--- src/pmtk_ram.sv ---
`timescale 1ns / 1ps
module pmtk_ram #(
  parameter int WIDTH = 8,
  parameter int DEPTH = 16
) (
  input  logic                     clk,
  input  logic                     wr_en,
  input  logic [$clog2(DEPTH)-1:0] wr_addr,
  input  logic [WIDTH-1:0]         wr_data,
  input  logic [$clog2(DEPTH)-1:0] rd_addr,
  output logic [WIDTH-1:0]         rd_data
);

  logic [WIDTH-1:0] mem [DEPTH];

  always_ff @(posedge clk) begin
    if (wr_en) mem[wr_addr] <= wr_data;
    rd_data <= mem[rd_addr];
  end

endmodule

--- config.mk ---
export PLATFORM = sky130hd
export DESIGN_NAME = pmtk_ram
export DESIGN_NICKNAME = d
export VERILOG_FILES = /design/src/pmtk_ram.sv
export SDC_FILE = /design/constraint.sdc
export NUM_CORES = 1
export LEC_CHECK = 0
export BUFFER_PORTS_ARGS = -buffer_cell sky130_fd_sc_hd__buf_2
export CORE_ASPECT_RATIO = 0.7
export CORE_MARGIN = 5
export CORE_UTILIZATION = 50
export CTS_BUF_LIST = sky130_fd_sc_hd__clkbuf_16
export DETAILED_ROUTE_END_ITERATION = 16
export GPL_TIMING_DRIVEN = 1
export PLACE_DENSITY = 0.82
export SLEW_MARGIN = 15
export SYNTH_ARGS = -nofsm -noshare
export SYNTH_HDL_FRONTEND = slang
export SYNTH_SLANG_ARGS = --single-unit
--- constraint.sdc ---
create_clock -name clk -period 1.67 [get_ports clk]
set_input_delay 0.167 -clock clk [delete_from_list [all_inputs] [get_ports clk]]
set_output_delay 0.167 -clock clk [all_outputs]
set_load 0.01 [all_outputs]
After elaboration in Yosys (flattened, before gate mapping):

Memory sizes are Yosys's and may differ from the RTL's. A register that Yosys moved wholly into a read port is not among the register bits.
Cells that the tools add are included.

* muxes and demuxes: 2

Operators by type and width (count)
* 1-bit 2-to-1 mux: 2

* input bits: 18
* memories kept: 1
* register bits after elaboration: 0
* memory bits (writable): 128
* word-level logic and storage cells: 3

Memories
* mem: depth 16, bits a word 8, read ports 1, clocked after Yosys merged registers in 1, write ports 1, line 14 `logic [WIDTH-1:0] mem [DEPTH];`

Depth between registers and ports, before layout:

Gate-level depths: netlist (run 1).

* word-level depth: 2
* mapped depth: 5
* depth with buffers taken out: 3

Worst setup path before layout (run 1):

No wires, ideal clock.

* path type: input to register
* from: in wr_addr[2]
* to: mem mem[0][0] (enable)
* arrival: 1277 ps
* stages on the path: 2
* library setup time: 383 ps
* setup slack: 10 ps
* path through: or3b_2 -> nor3_1

RTL lines
* from (decl): line 8 `input logic [$clog2(DEPTH)-1:0] wr_addr,`
* to (decl): line 14

No word-level cell before the write port.

==> results.cfg, run 1 <==
[clocking]
cts_htree_levels = 4
cts_resized = 0
tritoncts = built
cts_buffers = 17
path_clk_slew_ns = 0.05
root_buffer = clkbuf_16
cts_max_path_buffers = 2
clock_latency_ns = 0.41
cts.sinks = 136
post_cts.repair.setup_buffers = 0
cts_hold_buf = 0

[place]
dp.cells = 399
io_buffers = 25
gp_congestion = 0.761
hpwl_um = 6310

[critical_path]
r2r.worst_path.cells = 3
critPathCaptureType = flip-flop
crit_fanout = 1
critPathLaunchType = flip-flop
worstPathRequired_ns = 1.96
worstPathArrival_ns = 1.61
setup.worst_path.class = flip-flop to flip-flop

[floorplan]
fp.dieH_um = 94.9
die_x_um = 131
ios = 26
fp.coreArea_um2 = 10200
start_util_pct = 50.5
die_area_um2 = 12500
rows = 31

[layout]
nets = 304
antenna_cells = 0
area_delta_synth_final_pct = 18.0
final_cells = 431
drive_above_1_share_pct = 29.1

[status]
run_status = finished, final reports clean

[synth]
synthCells = 229
synthAdderAreaFrac_pct = 0
synth_top_family_by_area = multiplexers
synth-seq-area-share_pct = 77.8
synth_seq_cells = 136
synth_top_area_share_pct = 74.7
syn-cell-area_um2 = 5150
synthDistinctLibCells = 19
synthSimpleGateAreaFrac_pct = 3.18
avgSynthCellArea_um2 = 22.5
synth_mux_area_share_pct = 15.0
syn-num-nets = 247
yosys_warnings = 0
synthTopCellsByArea = edfxtp_1 75%, mux4_2 7.9%, mux4_1 7.1%
synthXorXnorAreaFrac_pct = 0
synth_compound_area_share_pct = 2.33
yosysTopAreaCell = edfxtp_1

[timing]
finalHoldViolCount = 0
finClkSkew_ns = 0.00951
slew_headroom_pct = 74.2
finalCriticalPeriod_ns = 1.32
slew_violations = 0
fmax_mhz = 757
fin_crit_sh_pct = 79.1
worst_pin_slew_ns = 0.387
rsz0062_at_grt = no
final.setup.tns_ns = 0
setup_violations = 0

[job]
cap_violations = 0

[detailed_routing]
vias = 2452
drt_iter0_drc = 189
vias_per_cell = 5.69
antenna_left = 0
drc = 0
first_pass_iters = 4
wire_per_inst_um = 22.3
wirelength_um = 9620

[grt]
globalRouteTotalUtil_pct = 17.0
use_met3_pct = 6.60
grt.overflow.total = 0
grt_pass1_vias = 2630
grt_pass1_wl_um = 15200
grt_use_met1_pct = 23.6
grt.met2_usage_pct = 25.0
grt_max_degree = 33
antenna_found_initial = 0
busiest_layer = met2

[hold_path]
hold_class = input pin to flip-flop
worstHoldPathCells = 1

[pwr]
power_w = 0.00740
peakVddDrop_mv = 0.676
leakagePower_nw = 2.11
power_density_nw_per_um2 = 1220
worst max-delay path: stages, from the launching register on:
cell      delay, ns
edfxtp_1       0.36
mux4_1         0.50
a22oi_1        0.25
nand2_1        0.10
stage by stage:
| stage | cell area [um2] | setup WS, ns | util [%] | hold slack [ns] |
|---|---|---|---|---|
| finish | 6070 | 0.350 | 59.5 | 0.139 |
| global placement | 5560 | 0.152 | 54.5 | 0.548 |
| floorplan | 5150 | 0.0101 | - | 0.266 |
| detailed placement | 5560 | 0.122 | 54.5 | 0.561 |
| global route | 6070 | 0.289 | 59.5 | 0.124 |
| CTS | 6070 | 0.323 | 59.5 | 0.121 |
where the power goes:
group | internal (W) | switching (W)
sequential | 0.00382 | 0.0000248
clock | 0.00197 | 0.00122
combinational | 0.000163 | 0.000198
kinds of logic (layout without fill, tap and decap cells):
family	count (synthesis)	count (layout)
flops	136	136
simple gates	35	35
mux	32	32
compound gates	16	16
buf+inv	10	80
placed cells by master (no fill, tap or decap), types with 2 or more instances in the layout:
cell type	count
clkinv_1	4
nand3b_1	2
edfxtp_1	128
mux4_1	14
clkinv_2	2
dfxtp_1	8
nor3_1	4
nor2_1	13
buf_12	3
a22oi_1	16
mux4_2	18
buf_4	20
buf_2	25
inv_1	8
nand2_1	9
nand2b_1	2
clkbuf_16	17
path summary, 6_finish.rpt:
path / slack [ns] / start / to
setup / recovery: 0.35 / mem[0][0]$_DFFE_PP_ / rd_data[0]$_DFF_P_
hold / removal: 0.14 / wr_data[5] / mem[2][5]$_DFFE_PP_
setup reg to reg: 0.35 / mem[0][0]$_DFFE_PP_ / rd_data[0]$_DFF_P_
hold reg to reg: 0.67 / mem[7][3]$_DFFE_PP_ / rd_data[3]$_DFF_P_
registers in the layout, summed over array words and instances, names as in the netlist:
signal and flops:
mem 128, rd_data 8
metal layers:
layer / vias to the layer above / routed length [um] / share of wire (%)
met5: - / 0 / 0
met4: 0 / 108 / 1.1
met3: 12 / 934 / 9.7
met2: 95 / 4340 / 45
met1: 1255 / 4240 / 44
li1: 1090 / - / -
final cells by class:
| cell class | instances | area [um2] |
|---|---|---|
| Timing Repair Buffer | 48 | 335 |
| Multi-Input combinational cell | 83 | 1060 |
| Sequential cell | 136 | 4000 |
| Tap cell | 132 | 165 |
| Clock inverter | 15 | 85.1 |
| Fill cell | 747 | 4130 |
| Clock buffer | 17 | 425 |
cells in the mapped netlist (all sizes together):
| cell | instances |
|---|---|
| or3b | 1 |
| edfxtp | 128 |
| a22oi | 16 |
| nand2b | 2 |
| and2 | 1 |
| nor2 | 13 |
| nand3b | 2 |
| buf | 7 |
| nand2 | 9 |
| nor3 | 4 |
| mux4 | 32 |
| nor2b | 1 |
| clkdlybuf4s25 | 3 |
| and2b | 1 |
| dfxtp | 8 |
| nand3 | 1 |
(Power assumes the default switching activity.)
==> run 2: changes to the inputs <==
- PLACE_DENSITY: 0.82 -> 0.79
- clock period: 1.67 -> 1.35 ns (I/O delays scaled with it)
==> results.cfg, run 2 (synthesis results as in run 1) <==
[status]
run_status = finished, final reports clean

[place]
io_buffers = 25
dp.cells = 407
hpwl_um = 6420
place_area_um2 = 5640
gp_congestion = 0.763

[critical_path]
path_buf_inv = 0
critical_path_cell_count = 3
r2r.worst_path.cells = 3
critPathCaptureType = flip-flop
slowest_delay_ns = 0.51
path_cells = mux4_2, a22oi_2, nand2_1
reg2reg_slack_ns = 0.04
worstSetupEndpoint = rd_data[7]$_DFF_P_
setup.worst_path.class = flip-flop to flip-flop
critPathSlowestCell = mux4_2
r2r-end = rd_data[7]$_DFF_P_
reg2reg_from = mem[11][7]$_DFFE_PP_
startpoint = mem[11][7]$_DFFE_PP_
crit_fanout = 1
worstPathRequired_ns = 1.65
worstPathArrival_ns = 1.60
critPathLaunchType = flip-flop
cp_top_family = multiplexers

[layout]
area_delta_synth_final_pct = 21.4
layout_commonest_cell = edfxtp_1
top_regs = mem: 128 flops, rd_data: 8 flops
layout_common_cells = 128 x edfxtp_1, 27 x buf_4, 25 x buf_2, 21 x mux4_2, 17 x clkbuf_16
final_area_um2 = 6250
final_cells = 439
top_register = mem
largest_register_ff_count = 128
nets = 312
fin_util_pct = 61.3
drive_above_1_share_pct = 35.2
antenna_cells = 0

[timing]
finalHoldViolCount = 0
worst_pin_slew_ns = 0.884
fmax_mhz = 765
fin_crit_sh_pct = 96.8
slew_violations = 0
finClkSkew_ns = 0.00660
final.setup.tns_ns = 0
slew_headroom_pct = 40.8
setup_violations = 0
rsz0062_at_grt = yes
finalCriticalPeriod_ns = 1.31

[clocking]
clock_latency_ns = 0.42
cts_max_path_buffers = 2
cts_htree_levels = 4
path_clk_slew_ns = 0.06
cts.sinks = 136
cts_buffers = 17
root_buffer = clkbuf_16
cts_hold_buf = 0
tritoncts = built

[grt]
antenna_found_initial = 0
grt_pass1_vias = 2649
grt_pass1_wl_um = 15400
grt_max_degree = 19
grt.overflow.total = 0
globalRouteTotalUtil_pct = 17.4

[pwr]
peakVddDrop_mv = 0.903
leakagePower_nw = 2.17
power_density_nw_per_um2 = 1580

[floorplan]
rows = 31
fp.coreArea_um2 = 10200
die_area_um2 = 12500
ios = 26
fp.dieH_um = 94.9
die_x_um = 131
start_util_pct = 50.5

[detailed_routing]
wirelength_um = 10000
drt_iter0_drc = 254
vias = 2542
vias_per_cell = 5.79
first_pass_iters = 5
drc = 0
antenna_left = 0
wire_per_inst_um = 22.8

[job]
cap_violations = 0

[hold_path]
hold_class = input pin to flip-flop
run 2: worst reg2reg max path: cells and delay by family (launching register included):
family	cells	cell delay, ns
flip-flops	1	0.38
multiplexers	1	0.51
AND/OR/NAND/NOR	1	0.09
AO/OA/AOI/OAI	1	0.20
run 2: worst min path at each step:
stage	startpoint	endpoint	slack, ns	cells after the start
2_1_floorplan	wr_data[0]	mem[0][0]$_DFFE_PP_	0.23	0
3_3_place_gp	wr_data[6]	mem[6][6]$_DFFE_PP_	0.51	1
3_5_place_dp	wr_data[6]	mem[7][6]$_DFFE_PP_	0.53	1
4_1_cts	wr_data[2]	mem[9][2]$_DFFE_PP_	0.09	1
5_1_grt	wr_data[4]	mem[7][4]$_DFFE_PP_	0.1	1
6_report	wr_data[2]	mem[11][2]$_DFFE_PP_	0.10	1
run 2: cell type report:
type,count,area [um2]
clock buffer,17,425
clock inverter,15,171
fill,671,3950
multi-input combinational,83,1080
sequential,136,4000
tap,132,165
timing repair buffer,56,408
run 2: what timing repair did:
action / 4_1_cts / 5_1_grt
buffers inserted: 0 / 0
pin swaps: 1 / 4
resized for setup: 2 / 6
endpoints found under the setup margin: 2 / 5
run 2: power breakdown:
part / switching, W / total, W / internal [W]
Combinational: 0.000263 / 0.000478 / 0.000215
Clock: 0.00160 / 0.00463 / 0.00303
Sequential: 0.0000279 / 0.00475 / 0.00472
run 2: stage by stage:
step                      setup WS, ns  total power [W]  hold slack (ns)
after global routing          -0.00742           0.0102           0.0956
final                           0.0430          0.00986            0.105
after CTS                      0.00743          0.00991           0.0923
after detailed placement        -0.216          0.00531            0.533
after floorplan                -0.0511          0.00508            0.234
after global placement          -0.204          0.00529            0.513
run 2: routing by layer:
layer	vias to the layer above	wire length, um	track usage (%)	share of wire [%]
met1	1328	4330	22.8	43
met5	-	0	0	0
li1	1100	-	-	-
met4	0	101	5.65	1.0
met3	9	887	7.08	8.8
met2	105	4710	26.8	47
